**src/hdl/ctv_pkg.sv**
```systemverilog
// ----------------------------------------------------------------------------
// ctv_pkg
// Shared widths, register codes, control types and helpers for the cursor
// transform and velocity block.
// ----------------------------------------------------------------------------
package ctv_pkg;

	// sample width of the tracker front end, sign extended from at most 16 bits
	localparam int SAMPLE_WIDTH = 16;
	localparam int SampleEff = (SAMPLE_WIDTH < 16) ? SAMPLE_WIDTH : 16;

	// field widths
	localparam int PosW = 16;
	localparam int SpeedW = 15;
	localparam int CfgW = 32;
	localparam int CfgIdxW = 3;

	// datapath widths
	localparam int NumW = PosW + 3;
	localparam int AbsW = NumW - 1;
	localparam int DiffW = PosW + 1;
	localparam int MacW = NumW;
	localparam int AccW = 2 * MacW + 2;
	localparam int RootW = 18;
	localparam int RadW = 2 * RootW;
	localparam int ExtW = PosW + 8;

	// divide by ten as multiply by reciprocal, exact below 2^18
	localparam int DivTenMul = 209716;
	localparam int DivTenShift = 21;

	// fixed point rounding
	localparam int RoundMat = 2048;
	localparam int ShMat = 12;
	localparam int RoundClamp = 8192;
	localparam int ShClamp = 14;

	// mode bits
	localparam int ModeMirrorBit = 0;
	localparam int ModeClampBit = 1;

	// register indexes
	typedef enum logic [CfgIdxW-1:0] {
		REG_MAT_XX     = 3'd0,
		REG_MAT_XY     = 3'd1,
		REG_MAT_YX     = 3'd2,
		REG_MAT_YY     = 3'd3,
		REG_ORIGIN     = 3'd4,
		REG_OFFSET     = 3'd5,
		REG_CLAMP_DIR  = 3'd6,
		REG_MODE       = 3'd7
	} ctv_reg_t;

	// shared multiplier command
	typedef struct packed {
		logic en;
		logic accum;
	} ctv_mac_ctl_t;

	// square root unit status
	typedef struct packed {
		logic busy;
		logic done;
	} ctv_sqrt_stat_t;

	// sign extend a sample from its effective width
	function automatic logic signed [PosW-1:0] sext_sample(input logic [PosW-1:0] v);
		logic signed [PosW-1:0] t;
		t = $signed(v << (PosW - SampleEff));
		return t >>> (PosW - SampleEff);
	endfunction

	// saturate to a 16 bit signed position
	function automatic logic signed [PosW-1:0] sat_pos(input logic signed [ExtW-1:0] v);
		logic signed [ExtW-1:0] hi;
		logic signed [ExtW-1:0] lo;
		hi = ExtW'(32767);
		lo = -ExtW'(32768);
		if (v > hi) begin
			return 16'sh7fff;
		end else if (v < lo) begin
			return 16'sh8000;
		end
		return v[PosW-1:0];
	endfunction

endpackage

```
**src/hdl/ctv_in_if.sv**
```systemverilog
// ----------------------------------------------------------------------------
// ctv_in_if
// Sample channel: one hand position item per handshake.
// ----------------------------------------------------------------------------
interface ctv_in_if;
	logic valid;
	logic ready;
	logic signed [ctv_pkg::PosW-1:0] sample_x;
	logic signed [ctv_pkg::PosW-1:0] sample_y;

	modport source(output valid, sample_x, sample_y, input ready);
	modport sink(input valid, sample_x, sample_y, output ready);
endinterface

```
**src/hdl/ctv_out_if.sv**
```systemverilog
// ----------------------------------------------------------------------------
// ctv_out_if
// Result channel: cursor position, velocity and speed per item.
// ----------------------------------------------------------------------------
interface ctv_out_if;
	logic valid;
	logic ready;
	logic signed [ctv_pkg::PosW-1:0] screen_x;
	logic signed [ctv_pkg::PosW-1:0] screen_y;
	logic signed [ctv_pkg::PosW-1:0] velocity_x;
	logic signed [ctv_pkg::PosW-1:0] velocity_y;
	logic [ctv_pkg::SpeedW-1:0] speed;

	modport source(output valid, screen_x, screen_y, velocity_x, velocity_y, speed,
		input ready);
	modport sink(input valid, screen_x, screen_y, velocity_x, velocity_y, speed,
		output ready);
endinterface

```
**src/hdl/cursor_transform_velocity.sv**
```systemverilog
// ----------------------------------------------------------------------------
// cursor_transform_velocity
// Hand position to cursor transform with five-point velocity and speed.
// ----------------------------------------------------------------------------
// One sample item is taken at a time; the next sample can be taken in the
// cycle after the result is registered. The throughput is set by the single
// shared multiply-accumulate unit, which runs the divide-by-ten, the squares
// and the matrix or clamp products one after another, and by two passes
// (radius, then speed) through the shared square root unit at two root bits
// per cycle. A finished result waits in the output register while the next
// sample is accepted. The user must write configuration registers through
// the plain write port only while the block is idle; the block itself does
// not enforce this.
// ----------------------------------------------------------------------------
module cursor_transform_velocity (
	input  logic clk,
	input  logic arst_n,
	input  logic cfg_we,
	input  logic [ctv_pkg::CfgIdxW-1:0] cfg_index,
	input  logic [ctv_pkg::CfgW-1:0] cfg_data,
	ctv_in_if.sink sample_ch,
	ctv_out_if.source result_ch
);

	typedef enum logic [3:0] {
		S_IDLE,
		S_DIVX,
		S_DIVY,
		S_VX,
		S_VY,
		S_SQX,
		S_SQY,
		S_ROOTR,
		S_X1,
		S_X2,
		S_Y1,
		S_Y2,
		S_YW,
		S_YCAP,
		S_SWAIT
	} state_t;

	localparam int PosW = ctv_pkg::PosW;
	localparam int MacW = ctv_pkg::MacW;
	localparam int AccW = ctv_pkg::AccW;
	localparam int ExtW = ctv_pkg::ExtW;
	localparam int RW = ctv_pkg::RootW - 1;

	state_t state_q;

	// configuration registers
	logic signed [PosW-1:0] mat_xx_q, mat_xy_q, mat_yx_q, mat_yy_q;
	logic [ctv_pkg::CfgW-1:0] origin_q, offset_q, clamp_dir_q;
	logic [1:0] mode_q;

	// sample history, newest first
	logic signed [PosW-1:0] past_x_q [4];
	logic signed [PosW-1:0] past_y_q [4];

	// per item working registers
	logic [ctv_pkg::AbsW-1:0] abs_x_q, abs_y_q;
	logic neg_x_q, neg_y_q;
	logic signed [ctv_pkg::DiffW-1:0] dx_q, dy_q;
	logic signed [PosW-1:0] vx_q, vy_q;
	logic [RW-1:0] r_q;
	logic signed [PosW-1:0] scx_q, scy_q;

	// output register
	logic out_valid_q;
	logic signed [PosW-1:0] out_sx_q, out_sy_q, out_vx_q, out_vy_q;
	logic [ctv_pkg::SpeedW-1:0] out_spd_q;

	// shared units
	ctv_pkg::ctv_mac_ctl_t mac_ctl;
	logic signed [MacW-1:0] op_a, op_b;
	logic signed [AccW-1:0] acc_w;
	logic sq_start;
	ctv_pkg::ctv_sqrt_stat_t sq_stat;
	logic [ctv_pkg::RootW-1:0] sq_root;

	// combinational helpers
	logic take;
	logic clamp, mirror;
	logic signed [PosW-1:0] sx, sy, ox, oy, fx, fy;
	logic signed [ctv_pkg::NumW-1:0] num_x, num_y;
	logic [PosW-1:0] q_div;
	logic signed [PosW-1:0] vel_w;
	logic is_x;
	logic signed [AccW-1:0] rsum;
	logic signed [ExtW-1:0] base, org, off, pos;
	logic signed [PosW-1:0] fin;
	logic out_free;
	logic load_out;

	assign take = sample_ch.valid && sample_ch.ready;
	assign sample_ch.ready = (state_q == S_IDLE);
	assign clamp = mode_q[ctv_pkg::ModeClampBit];
	assign mirror = mode_q[ctv_pkg::ModeMirrorBit];
	assign ox = $signed(origin_q[31:16]);
	assign oy = $signed(origin_q[15:0]);
	assign fx = $signed(offset_q[31:16]);
	assign fy = $signed(offset_q[15:0]);
	assign out_free = !out_valid_q || result_ch.ready;
	assign load_out = (state_q == S_SWAIT) && !sq_stat.busy && out_free;

	// five-point slope numerators from the incoming sample
	always_comb begin
		sx = ctv_pkg::sext_sample(sample_ch.sample_x);
		sy = ctv_pkg::sext_sample(sample_ch.sample_y);
		num_x = (ctv_pkg::NumW'(sx) <<< 1) + ctv_pkg::NumW'(past_x_q[0])
			- ctv_pkg::NumW'(past_x_q[2]) - (ctv_pkg::NumW'(past_x_q[3]) <<< 1);
		num_y = (ctv_pkg::NumW'(sy) <<< 1) + ctv_pkg::NumW'(past_y_q[0])
			- ctv_pkg::NumW'(past_y_q[2]) - (ctv_pkg::NumW'(past_y_q[3]) <<< 1);
	end

	// quotient by ten, sign restored (truncation toward zero)
	always_comb begin
		q_div = acc_w[ctv_pkg::DivTenShift +: PosW];
		if ((state_q == S_VX) ? neg_x_q : neg_y_q) begin
			vel_w = -$signed(q_div);
		end else begin
			vel_w = $signed(q_div);
		end
	end

	// round, shift, add origin (and offset, with mirror, in matrix mode), saturate
	always_comb begin
		is_x = (state_q == S_Y2);
		org = ExtW'(is_x ? ox : oy);
		off = ExtW'(is_x ? fx : fy);
		if (clamp) begin
			rsum = acc_w + AccW'(ctv_pkg::RoundClamp);
			base = ExtW'(rsum >>> ctv_pkg::ShClamp);
			pos = base + org;
		end else begin
			rsum = acc_w + AccW'(ctv_pkg::RoundMat);
			base = ExtW'(rsum >>> ctv_pkg::ShMat);
			pos = base + org + off;
			if (is_x && mirror) begin
				pos = (org <<< 1) - pos;
			end
		end
		fin = ctv_pkg::sat_pos(pos);
	end

	// multiplier schedule
	always_comb begin
		mac_ctl = '0;
		op_a = '0;
		op_b = '0;
		unique case (state_q)
			S_DIVX: begin
				mac_ctl = '{en: 1'b1, accum: 1'b0};
				op_a = $signed({1'b0, abs_x_q});
				op_b = MacW'(ctv_pkg::DivTenMul);
			end
			S_DIVY: begin
				mac_ctl = '{en: 1'b1, accum: 1'b0};
				op_a = $signed({1'b0, abs_y_q});
				op_b = MacW'(ctv_pkg::DivTenMul);
			end
			S_VX: begin
				mac_ctl = '{en: 1'b1, accum: 1'b0};
				op_a = MacW'(dx_q);
				op_b = MacW'(dx_q);
			end
			S_VY: begin
				mac_ctl = '{en: 1'b1, accum: 1'b1};
				op_a = MacW'(dy_q);
				op_b = MacW'(dy_q);
			end
			S_SQX: begin
				mac_ctl = '{en: 1'b1, accum: 1'b0};
				op_a = MacW'(vx_q);
				op_b = MacW'(vx_q);
			end
			S_SQY: begin
				mac_ctl = '{en: 1'b1, accum: 1'b1};
				op_a = MacW'(vy_q);
				op_b = MacW'(vy_q);
			end
			S_X1: begin
				mac_ctl = '{en: 1'b1, accum: 1'b0};
				op_a = clamp ? MacW'($signed({1'b0, r_q})) : MacW'(mat_xx_q);
				op_b = clamp ? MacW'($signed(clamp_dir_q[31:16])) : MacW'(dx_q);
			end
			S_X2: begin
				mac_ctl = '{en: 1'b1, accum: 1'b1};
				op_a = clamp ? '0 : MacW'(mat_xy_q);
				op_b = MacW'(dy_q);
			end
			S_Y1: begin
				mac_ctl = '{en: 1'b1, accum: 1'b0};
				op_a = clamp ? MacW'($signed({1'b0, r_q})) : MacW'(mat_yx_q);
				op_b = clamp ? MacW'($signed(clamp_dir_q[15:0])) : MacW'(dx_q);
			end
			S_Y2: begin
				mac_ctl = '{en: 1'b1, accum: 1'b1};
				op_a = clamp ? '0 : MacW'(mat_yy_q);
				op_b = MacW'(dy_q);
			end
			default: begin
				mac_ctl = '0;
			end
		endcase
	end

	// radius root starts on dx^2 + dy^2, speed root on vx^2 + vy^2
	assign sq_start = (state_q == S_SQY) || ((state_q == S_ROOTR) && !sq_stat.busy);

	ctv_mac u_mac (
		.clk    (clk),
		.arst_n (arst_n),
		.ctl    (mac_ctl),
		.op_a   (op_a),
		.op_b   (op_b),
		.acc    (acc_w)
	);

	ctv_isqrt u_isqrt (
		.clk      (clk),
		.arst_n   (arst_n),
		.start    (sq_start),
		.radicand (acc_w[ctv_pkg::RadW-1:0]),
		.stat     (sq_stat),
		.root     (sq_root)
	);

	// configuration writes
	always_ff @(posedge clk or negedge arst_n) begin
		if (!arst_n) begin
			mat_xx_q <= 16'sd4096;
			mat_xy_q <= '0;
			mat_yx_q <= '0;
			mat_yy_q <= 16'sd4096;
			origin_q <= 32'h2000_2000;
			offset_q <= '0;
			clamp_dir_q <= '0;
			mode_q <= '0;
		end else if (cfg_we) begin
			unique case (cfg_index)
				ctv_pkg::REG_MAT_XX:    mat_xx_q <= $signed(cfg_data[PosW-1:0]);
				ctv_pkg::REG_MAT_XY:    mat_xy_q <= $signed(cfg_data[PosW-1:0]);
				ctv_pkg::REG_MAT_YX:    mat_yx_q <= $signed(cfg_data[PosW-1:0]);
				ctv_pkg::REG_MAT_YY:    mat_yy_q <= $signed(cfg_data[PosW-1:0]);
				ctv_pkg::REG_ORIGIN:    origin_q <= cfg_data;
				ctv_pkg::REG_OFFSET:    offset_q <= cfg_data;
				ctv_pkg::REG_CLAMP_DIR: clamp_dir_q <= cfg_data;
				ctv_pkg::REG_MODE:      mode_q <= cfg_data[1:0];
				default: begin
				end
			endcase
		end
	end

	// sample history shifts on each accepted item
	always_ff @(posedge clk or negedge arst_n) begin
		if (!arst_n) begin
			for (int i = 0; i < 4; i++) begin
				past_x_q[i] <= '0;
				past_y_q[i] <= '0;
			end
		end else if (take) begin
			for (int i = 3; i > 0; i--) begin
				past_x_q[i] <= past_x_q[i-1];
				past_y_q[i] <= past_y_q[i-1];
			end
			past_x_q[0] <= sx;
			past_y_q[0] <= sy;
		end
	end

	// per item working registers
	always_ff @(posedge clk) begin
		if (take) begin
			neg_x_q <= num_x[ctv_pkg::NumW-1];
			neg_y_q <= num_y[ctv_pkg::NumW-1];
			abs_x_q <= num_x[ctv_pkg::NumW-1] ? ctv_pkg::AbsW'(-num_x)
				: ctv_pkg::AbsW'(num_x);
			abs_y_q <= num_y[ctv_pkg::NumW-1] ? ctv_pkg::AbsW'(-num_y)
				: ctv_pkg::AbsW'(num_y);
			dx_q <= ctv_pkg::DiffW'(sx) - ctv_pkg::DiffW'(ox);
			dy_q <= ctv_pkg::DiffW'(sy) - ctv_pkg::DiffW'(oy);
		end
		if (state_q == S_VX) begin
			vx_q <= vel_w;
		end
		if (state_q == S_VY) begin
			vy_q <= vel_w;
		end
		if ((state_q == S_ROOTR) && !sq_stat.busy) begin
			r_q <= sq_root[RW-1:0];
		end
		if (state_q == S_Y2) begin
			scx_q <= fin;
		end
		if (state_q == S_YCAP) begin
			scy_q <= fin;
		end
	end

	// sequencer and output register
	always_ff @(posedge clk or negedge arst_n) begin
		if (!arst_n) begin
			state_q <= S_IDLE;
			out_valid_q <= 1'b0;
			out_sx_q <= '0;
			out_sy_q <= '0;
			out_vx_q <= '0;
			out_vy_q <= '0;
			out_spd_q <= '0;
		end else begin
			// result register fills from the last step, empties on a handshake
			if (load_out) begin
				out_valid_q <= 1'b1;
			end else if (result_ch.ready) begin
				out_valid_q <= 1'b0;
			end
			unique case (state_q)
				S_IDLE:  if (take) state_q <= S_DIVX;
				S_DIVX:  state_q <= S_DIVY;
				S_DIVY:  state_q <= S_VX;
				S_VX:    state_q <= S_VY;
				S_VY:    state_q <= S_SQX;
				S_SQX:   state_q <= S_SQY;
				S_SQY:   state_q <= S_ROOTR;
				S_ROOTR: if (!sq_stat.busy) state_q <= S_X1;
				S_X1:    state_q <= S_X2;
				S_X2:    state_q <= S_Y1;
				S_Y1:    state_q <= S_Y2;
				S_Y2:    state_q <= S_YW;
				S_YW:    state_q <= S_YCAP;
				S_YCAP:  state_q <= S_SWAIT;
				S_SWAIT: begin
					if (load_out) begin
						out_sx_q <= scx_q;
						out_sy_q <= scy_q;
						out_vx_q <= vx_q;
						out_vy_q <= vy_q;
						out_spd_q <= sq_root[ctv_pkg::SpeedW-1:0];
						state_q <= S_IDLE;
					end
				end
				default: state_q <= S_IDLE;
			endcase
		end
	end

	assign result_ch.valid = out_valid_q;
	assign result_ch.screen_x = out_sx_q;
	assign result_ch.screen_y = out_sy_q;
	assign result_ch.velocity_x = out_vx_q;
	assign result_ch.velocity_y = out_vy_q;
	assign result_ch.speed = out_spd_q;

	// checks
	a_take_starts: assert property (@(posedge clk) disable iff (!arst_n)
		take |=> (state_q == S_DIVX)) else $error("accepted item did not start the sequence");
	a_result_from_wait: assert property (@(posedge clk) disable iff (!arst_n)
		$rose(out_valid_q) |-> $past(state_q == S_SWAIT))
		else $error("result loaded outside the final step");
	a_vel_range: assert property (@(posedge clk) disable iff (!arst_n)
		out_valid_q |-> (out_vx_q <= 16'sd19660 && out_vx_q >= -16'sd19660
			&& out_vy_q <= 16'sd19660 && out_vy_q >= -16'sd19660))
		else $error("velocity outside the five-point slope range");

endmodule

```
**src/hdl/ctv_mac.sv**
```systemverilog
// ----------------------------------------------------------------------------
// ctv_mac
// Shared signed multiply-accumulate unit: registered product, then the
// accumulator either loads or adds it in the following cycle.
// ----------------------------------------------------------------------------
module ctv_mac (
	input  logic clk,
	input  logic arst_n,
	input  ctv_pkg::ctv_mac_ctl_t ctl,
	input  logic signed [ctv_pkg::MacW-1:0] op_a,
	input  logic signed [ctv_pkg::MacW-1:0] op_b,
	output logic signed [ctv_pkg::AccW-1:0] acc
);

	ctv_pkg::ctv_mac_ctl_t ctl_s1;
	logic signed [2*ctv_pkg::MacW-1:0] prod_s1;
	logic signed [ctv_pkg::AccW-1:0] acc_q;

	// command follows the product register
	always_ff @(posedge clk or negedge arst_n) begin
		if (!arst_n) begin
			ctl_s1 <= '0;
		end else begin
			ctl_s1 <= ctl;
		end
	end

	// product, then load or accumulate
	always_ff @(posedge clk) begin
		prod_s1 <= op_a * op_b;
		if (ctl_s1.en) begin
			acc_q <= (ctl_s1.accum ? acc_q : '0) + ctv_pkg::AccW'(prod_s1);
		end
	end

	assign acc = acc_q;

endmodule

```
**src/hdl/ctv_isqrt.sv**
```systemverilog
// ----------------------------------------------------------------------------
// ctv_isqrt
// Floor integer square root, restoring digit method, two root bits per cycle.
// ----------------------------------------------------------------------------
module ctv_isqrt (
	input  logic clk,
	input  logic arst_n,
	input  logic start,
	input  logic [ctv_pkg::RadW-1:0] radicand,
	output ctv_pkg::ctv_sqrt_stat_t stat,
	output logic [ctv_pkg::RootW-1:0] root
);

	localparam int StepsPerCycle = 2;
	localparam int Cycles = ctv_pkg::RootW / StepsPerCycle;
	localparam int CntW = $clog2(Cycles);
	localparam int RemW = ctv_pkg::RootW + 3;
	localparam logic [CntW-1:0] LastCnt = CntW'(Cycles - 1);

	logic busy_q;
	logic [CntW-1:0] cnt_q;
	logic [ctv_pkg::RadW-1:0] rad_q;
	logic [RemW-1:0] rem_q;
	logic [ctv_pkg::RootW-1:0] root_q;

	logic [ctv_pkg::RadW-1:0] rad_v;
	logic [RemW-1:0] rem_v;
	logic [RemW-1:0] trial;
	logic [ctv_pkg::RootW-1:0] root_v;
	logic done;

	// two restoring steps per cycle
	always_comb begin
		rad_v = rad_q;
		rem_v = rem_q;
		root_v = root_q;
		trial = '0;
		for (int i = 0; i < StepsPerCycle; i++) begin
			rem_v = {rem_v[RemW-3:0], rad_v[ctv_pkg::RadW-1 -: 2]};
			rad_v = {rad_v[ctv_pkg::RadW-3:0], 2'b00};
			trial = {1'b0, root_v, 2'b01};
			if (rem_v >= trial) begin
				rem_v = rem_v - trial;
				root_v = {root_v[ctv_pkg::RootW-2:0], 1'b1};
			end else begin
				root_v = {root_v[ctv_pkg::RootW-2:0], 1'b0};
			end
		end
	end

	assign done = busy_q && (cnt_q == LastCnt);

	// sequencing
	always_ff @(posedge clk or negedge arst_n) begin
		if (!arst_n) begin
			busy_q <= 1'b0;
			cnt_q <= '0;
		end else if (start) begin
			busy_q <= 1'b1;
			cnt_q <= '0;
		end else if (busy_q) begin
			cnt_q <= cnt_q + 1'b1;
			if (done) begin
				busy_q <= 1'b0;
			end
		end
	end

	// working registers
	always_ff @(posedge clk) begin
		if (start) begin
			rad_q <= radicand;
			rem_q <= '0;
			root_q <= '0;
		end else if (busy_q) begin
			rad_q <= rad_v;
			rem_q <= rem_v;
			root_q <= root_v;
		end
	end

	assign stat.busy = busy_q;
	assign stat.done = done;
	assign root = root_q;

	// checks
	a_start_busy: assert property (@(posedge clk) disable iff (!arst_n)
		start |=> busy_q) else $error("square root did not start");
	a_done_ends: assert property (@(posedge clk) disable iff (!arst_n)
		(done && !start) |=> !busy_q) else $error("square root ran past its last step");
	a_busy_holds: assert property (@(posedge clk) disable iff (!arst_n)
		(busy_q && !done) |=> busy_q) else $error("square root stopped early");

endmodule
```
**src/flat_wrapper.sv**
```systemverilog
// flat-port wrapper written by rule: the top's interface ports become plain ports
module cursor_transform_velocity_flat 
  (clk, arst_n, cfg_we, cfg_index, cfg_data, sample_ch_valid, sample_ch_sample_x, sample_ch_sample_y, sample_ch_ready, result_ch_valid, result_ch_screen_x, result_ch_screen_y, result_ch_velocity_x, result_ch_velocity_y, result_ch_speed, result_ch_ready);
  ctv_in_if sample_ch_i ();
  ctv_out_if result_ch_i ();
  input  logic clk;
  input  logic arst_n;
  input  logic cfg_we;
  input  logic [ctv_pkg::CfgIdxW-1:0] cfg_index;
  input  logic [ctv_pkg::CfgW-1:0] cfg_data;
  input wire logic [$bits(sample_ch_i.valid)-1:0] sample_ch_valid;
  input wire logic [$bits(sample_ch_i.sample_x)-1:0] sample_ch_sample_x;
  input wire logic [$bits(sample_ch_i.sample_y)-1:0] sample_ch_sample_y;
  output wire logic [$bits(sample_ch_i.ready)-1:0] sample_ch_ready;
  output wire logic [$bits(result_ch_i.valid)-1:0] result_ch_valid;
  output wire logic [$bits(result_ch_i.screen_x)-1:0] result_ch_screen_x;
  output wire logic [$bits(result_ch_i.screen_y)-1:0] result_ch_screen_y;
  output wire logic [$bits(result_ch_i.velocity_x)-1:0] result_ch_velocity_x;
  output wire logic [$bits(result_ch_i.velocity_y)-1:0] result_ch_velocity_y;
  output wire logic [$bits(result_ch_i.speed)-1:0] result_ch_speed;
  input wire logic [$bits(result_ch_i.ready)-1:0] result_ch_ready;
  assign sample_ch_i.valid = sample_ch_valid;
  assign sample_ch_i.sample_x = sample_ch_sample_x;
  assign sample_ch_i.sample_y = sample_ch_sample_y;
  assign sample_ch_ready = sample_ch_i.ready;
  assign result_ch_valid = result_ch_i.valid;
  assign result_ch_screen_x = result_ch_i.screen_x;
  assign result_ch_screen_y = result_ch_i.screen_y;
  assign result_ch_velocity_x = result_ch_i.velocity_x;
  assign result_ch_velocity_y = result_ch_i.velocity_y;
  assign result_ch_speed = result_ch_i.speed;
  assign result_ch_i.ready = result_ch_ready;
  cursor_transform_velocity u_core (.clk(clk), .arst_n(arst_n), .cfg_we(cfg_we), .cfg_index(cfg_index), .cfg_data(cfg_data), .sample_ch(sample_ch_i), .result_ch(result_ch_i));
endmodule
```
**config.mk**
```make
export PLATFORM = sky130hd
export DESIGN_NAME = cursor_transform_velocity_flat
export DESIGN_NICKNAME = d
export VERILOG_FILES = /design/src/hdl/ctv_pkg.sv /design/src/hdl/ctv_in_if.sv /design/src/hdl/ctv_out_if.sv /design/src/hdl/cursor_transform_velocity.sv /design/src/hdl/ctv_mac.sv /design/src/hdl/ctv_isqrt.sv /design/src/flat_wrapper.sv
export SDC_FILE = /design/constraint.sdc
export NUM_CORES = 2
export LEC_CHECK = 0
export ABC_CLOCK_PERIOD_IN_PS = 15200
export BUFFER_PORTS_ARGS = -buffer_cell sky130_fd_sc_hd__buf_2
export CORE_MARGIN = 2
export CORE_UTILIZATION = 40
export CTS_CLUSTER_SIZE = 30
export DETAILED_ROUTE_END_ITERATION = 7
export GPL_TIMING_DRIVEN = 0
export PLACE_DENSITY = 0.54
export SETUP_SLACK_MARGIN = 0.3
export SLEW_MARGIN = 30
export SYNTH_ARGS = -nofsm -noshare
export SYNTH_HDL_FRONTEND = slang
export SYNTH_SLANG_ARGS = --single-unit
```
**constraint.sdc**
```tcl
create_clock -name clk -period 15.2 [get_ports clk]
set_input_delay 0 -clock clk [delete_from_list [all_inputs] [get_ports clk]]
set_output_delay 0 -clock clk [all_outputs]
set_load 0.02 [all_outputs]
```
## Word-level counts from Yosys, hierarchy flattened

Index checks and enable logic that the tools add are counted.

- Logic and storage cells: 162
- Register bits after elaboration: 685
- Output and inout bits: 81
- Input bits: 72

- Mux-type cells: 40
- Magnitude comparators: 4
- Reduce and logical (&&, ||, !) cells: 28
- $mul: 1
- $add $sub $neg: 21
- Equality and inequality tests: 25

Operators with widths:

| operator | number |
|---|---|
| 19-bit one-hot mux with 10 select lines | 1 |
| 19-bit 2-to-1 mux | 8 |
| 19-bit one-hot mux with 7 select lines | 1 |
| 24-bit 2-to-1 mux | 4 |
| 24-bit adder | 3 |
| 36-bit 2-to-1 mux | 2 |
| 16-bit 2-to-1 mux | 4 |
| 4-bit one-hot mux with 15 select lines | 1 |
| 21-bit by 20-bit >= comparator with 1-bit output | 2 |
| 40-bit adder | 1 |
| 40-bit 2-to-1 mux | 1 |
| 38-bit by 15-bit adder with 38-bit output (second input constant) | 1 |
| 19-bit by 19-bit multiplier with 38-bit output | 1 |
| 18-bit by 16-bit subtractor with 19-bit output | 2 |
| 19-bit by 17-bit subtractor with 19-bit output | 2 |
| 19-bit subtractor | 2 |
| 17-bit by 16-bit adder with 18-bit output | 2 |
| 36-bit by 13-bit adder with 36-bit output (second input constant) | 1 |
| 18-bit 2-to-1 mux | 2 |
| 18-bit negation | 2 |
| 16-bit by 16-bit subtractor with 17-bit output | 2 |
| 4-bit equality test (second input constant) | 8 |
| 24-bit by 16-bit > comparator with 1-bit output (second input constant) | 1 |
| 24-bit by 16-bit < comparator with 1-bit output (second input constant) | 1 |
| 26 further kinds | 64 |

## Longest topological paths before layout

- Word-level depth: 11
- Mapped depth: 38
- Mapped depth without buffers: 35

## By module

From an unflattened synthesis, not the netlist that was laid out.

- Cells, all modules: 5444
- Area, all modules: 55075.3 µm²

Modules (own cells, without submodules):

| module | cells each | area each (µm²) | times used | sequential area each (µm²) |
|---|---|---|---|---|
| cursor_transform_velocity | 2939 | 31519.0 | 1 | 13958.4 |
| ctv_mac | 1880 | 17797.1 | 1 | 2011.9 |
| ctv_isqrt | 625 | 5759.3 | 1 | 1946.9 |

## Least setup slack after synthesis

OpenSTA, ideal clock, no wires.

- Path kind: register -> register
- From: register u_core.state_q[1]
- To: register u_core.u_mac.prod_s1[34] (netlist name)
- Stages on the path, launching flop included: 36
- Data arrival time: 9016 ps
- Period minus slack after synthesis: 9088 ps
- Path slack: 6112 ps
- Required time: 15128 ps
- Library setup time: 72 ps
- Path buffers: 4
- Cells stage by stage: dfrtp_1 clkbuf_1 or2_2 clkbuf_1 nor2_1 clkbuf_1 a222oi_1 nand2_1 nor2_1 o21ai_0 clkbuf_1 nand2_1 fa_1 inv_1 fa_1 inv_1 fa_1 inv_1 fa_1 inv_1 fa_1 inv_1 fa_1 ha_1 ha_1 or3_1 o2111ai_1 nand4_1 a21oi_1 o21ai_0 o31ai_1 o31ai_1 o41ai_1 o21bai_1 a21oi_1 xnor2_1

- Cells in the longest elaborated chain, start to end: 4
- Elaborated cells on any way between the ends: 15
- Classes of those cells: mul: 1; eq/ne: 10; mux: 2; reduce/logical: 2

Ends and longest elaborated chain:

| element | RTL line | RTL |
|---|---|---|
| start, declared | cursor_transform_velocity.sv:49 | `state_t state_q;` |
| start signal, assigned | cursor_transform_velocity.sv:305 | `state_q <= S_IDLE;` |
| start signal, assigned | cursor_transform_velocity.sv:320 | `S_IDLE: if (take) state_q <= S_DIVX;` |
| start signal, assigned | cursor_transform_velocity.sv:321 | `S_DIVX: state_q <= S_DIVY;` |
| 4-bit equality test, or another cell as far along | cursor_transform_velocity.sv:151 | `unique case (state_q)` |
| 3-bit OR reduction (no line) / 2-bit OR reduction (equally long branches) | - |  |
| 19-bit one-hot mux with 7 select lines | cursor_transform_velocity.sv:151 |  |
| 19-bit by 19-bit multiplier with 38-bit output * | ctv_mac.sv:30 | `prod_s1 <= op_a * op_b;` |
| end signal, assigned | ctv_mac.sv:30 |  |
| end, declared | ctv_mac.sv:16 | `logic signed [2*ctv_pkg::MacW-1:0] prod_s1;` |

Mark *: on every way between the ends. The rest lies on a longest branch, timed or not.
A chain may end at the register's enable or synchronous reset.

## Worst setup path after layout

- From: register u_core.mode_q[1]
- To: register u_core.u_mac.prod_s1[37] (netlist name)

- Cells in the longest elaborated chain, start to end: 3
- Elaborated cells on any way between the ends: 9
- Classes of those cells: mul: 1; mux: 8

Ends and longest elaborated chain:

| element | RTL line | RTL |
|---|---|---|
| start, declared | cursor_transform_velocity.sv:54 | `logic [1:0] mode_q;` |
| start signal, assigned | cursor_transform_velocity.sv:249 | `ctv_pkg::REG_MODE: mode_q <= cfg_data[1:0];` |
| 19-bit 2-to-1 mux, or another cell as far along | cursor_transform_velocity.sv:199 | `op_a = clamp ? '0 : MacW'(mat_yy_q);` |
| 19-bit one-hot mux with 10 select lines / 19-bit one-hot mux with 7 select lines (equally long branches) | cursor_transform_velocity.sv:151 |  |
| 19-bit by 19-bit multiplier with 38-bit output * | ctv_mac.sv:30 |  |

Marked as above.

==> metrics.cfg <==
[die]
die_h_um=369
rows=133
core_area_um2=132000
start_util_pct=40.4
ioPinCount=153
die_w_um=369
die-area_um2=136000

[detailed_routing]
drtIter0Drc=3253
vias=40509
wirelength_mm=173
route.detailed.drc=0
first_pass_iters=7
avgRoutedWirePerCell_um=23.1
ant_nets=0
vias_per_cell=5.43

[worst_setup_path]
worst-r2r-cell-count=31
crit_type=reg2reg
arrival_ns=13.03
r2r_slack_ns=2.76
slowest_delay_ns=0.79
crit_family=adder cells
reg2reg_to=u_core.u_mac.prod_s1[37]
timing.critical_path.mode_cell=fa_1
endpoint_kind=flop
worst_path_max_delay_cell=a2111oi_0
rr_startpoint=u_core.mode_q[1]
crit_path_max_fanout=10
required_ns=15.79
critPathLaunchType=flop
path_depth=31
critPathBufInv=7

[final_layout]
layout-drive-gt1-share_pct=12.4
stdcell_area_um2=60300
area_delta_synth_final_pct=13.3
fill_cells=12695
nets=6503

[placement]
io_buffers=149
hpwl_mm=139
place.gp.congestion=0.950
place_area_um2=56800

[sta]
whs_ns=0.0828
drv_slew=0
min_period_ns=12.44
skew_ns=0.0465
relSlewSlack_pct=29.1
max_freq_ghz=0.0804
rsz0062_at_grt=no
setup_viol=0
finalSetupTns_ns=0
finalHoldViolations=0
fin_crit_sh_pct=81.8
worstMarginPinSlew_ns=1.06

[logic_synthesis]
synthesis.area_um2=53200
yosysTopAreaCellShare_pct=17.7
synth.distinct_cells=94
synthCells=5298
synthArstFlopShare_pct=55.8
synth.avg_cell_area_um2=10.0
synth_top_cell_by_area=dfrtp_1
synth.top_cells.by_count=inv_1, nand2_1, fa_1, dfrtp_1, nor2_1
synth-edff-count=227
syn_nets=6169
synth-seq-area-share_pct=33.5
ys_warn_count=0
synth.area.top_cells=dfrtp_1, fa_1, edfxtp_1, ha_1, mux2_2
synth.most_common_cell=inv_1
synth_top_flop_cell=dfrtp_1
ys_ff_latch=683

[min_path]
min_from=cfg_index[1]
hp-class=in2reg
hold_depth=3
whs_endpoint=u_core.mode_q[1]

[flow_run]
cap_violations=0

[clock_tree]
ctsResizeCount=0
clk_pin_slew_ns=0.07
cts_root_buf=clkbuf_16
cts_buffers=81
clock_sinks=683
cts_max_path_buffers=3
insertion_delay_ns=0.69
htree_levels=3
cts_tree=built
cts_setup_buffers=0

[global_routing]
gr-usage-all-layers_pct=25.5
grt_pass1_vias=40532
antenna_found_initial=11
grt_max_degree=82
grt.overflow.total=0
grt_pass1_wl_mm=259

[status]
outcome=completed

## metal layers
layer  wire length, um  GRT usage, %  vias up
met4              7970          10.1        2
met5                13             0        -
met1             75600          35.4    20319
li1                  -             -    18518
met3             11200          3.45      295
met2             77700          40.2     1375
## worst reg2reg max path, delay by kind of cell, from the launching register on
family,cells,cell delay (ns)
AOI/OAI and AO/OA,9,3.37
adders and majority gates,8,3.87
xor gates and xnor gates,1,0.32
buffers and inverters,7,2.40
DFF,1,0.43
and+or+nand+nor,6,1.97
## sequential cells by signal (all words and copies together) (netlist names), 19 cells and up
name / flops
u_core.clamp_dir_q: 32
u_core.offset_q: 32
u_core.origin_q: 32
u_core.past_x_q: 64
u_core.past_y_q: 64
u_core.u_isqrt.rad_q: 36
u_core.u_isqrt.rem_q: 19
u_core.u_mac.acc: 38
u_core.u_mac.prod_s1: 38
## cell families after synthesis
kind of cell | after synthesis | synth area share (%)
AOI/OAI and AO/OA | 978 | 11.7
adders and majority gates | 800 | 25.3
and+or+nand+nor | 1317 | 11.1
muxes | 337 | 7.06
buffers and inverters | 873 | 6.17
xor gates and xnor gates | 310 | 5.10
DFF | 683 | 33.5
## cells in the final DEF, fill, tap and decap left out, types with 72 or more instances in the layout
| master | n |
|---|---|
| a21o_1 | 90 |
| clkbuf_16 | 87 |
| fa_1 | 459 |
| a21oi_1 | 252 |
| o21ai_0 | 252 |
| dlygate4sd3_1 | 72 |
| dfxtp_1 | 75 |
| ha_1 | 340 |
| edfxtp_1 | 227 |
| mux2_2 | 309 |
| nor2_1 | 373 |
| dfrtp_1 | 376 |
| nand2_1 | 536 |
| clkbuf_1 | 179 |
| inv_1 | 688 |
| xnor2_1 | 185 |
| xor2_1 | 125 |
| buf_2 | 158 |
## through the flow
step	instances	setup slack (ns)	util [%]
global placement	7202	1.29	42.6
finish	7459	2.76	45.8
floorplan	5298	6.11	-
global route	7456	2.28	45.8
CTS	7455	2.86	45.8
detailed placement	7230	2.85	43.1
## worst max path at each step
stage / start / end / slack [ns]
after floorplan: u_core.state_q[1] / u_core.u_mac.prod_s1[34] / 6.11
after global placement: u_core.mode_q[1] / u_core.u_mac.prod_s1[37] / 1.29
after CTS: u_core.mode_q[1] / u_core.u_mac.prod_s1[37] / 2.86
after detailed placement: u_core.mode_q[1] / u_core.u_mac.prod_s1[37] / 2.85
final: u_core.mode_q[1] / u_core.u_mac.prod_s1[37] / 2.76
after global routing: u_core.mode_q[1] / u_core.u_mac.prod_s1[37] / 2.28
## what timing repair did
action,CTS,global route
setup endpoints to repair,0,0
endpoints found under the hold margin,533,0
hold buffers,73,0
## layout make-up
cell class                      count  area, um^2  area share (%)
Clock buffer                      113        2330            3.87
Clock inverter                     39         449           0.745
Tap cell                         1755        2200            3.64
Timing Repair Buffer              251        1920            3.19
Buffer                            180         696            1.15
Antenna cell                        3        7.51          0.0124
Inverter                          693        2600            4.31
Sequential cell                   683       17900            29.6
Multi-Input combinational cell   3742       32300            53.5
Power is left out: the tool's default activity adds up to more than one toggle a clock period on the data nets, which glitch-free logic cannot reach.
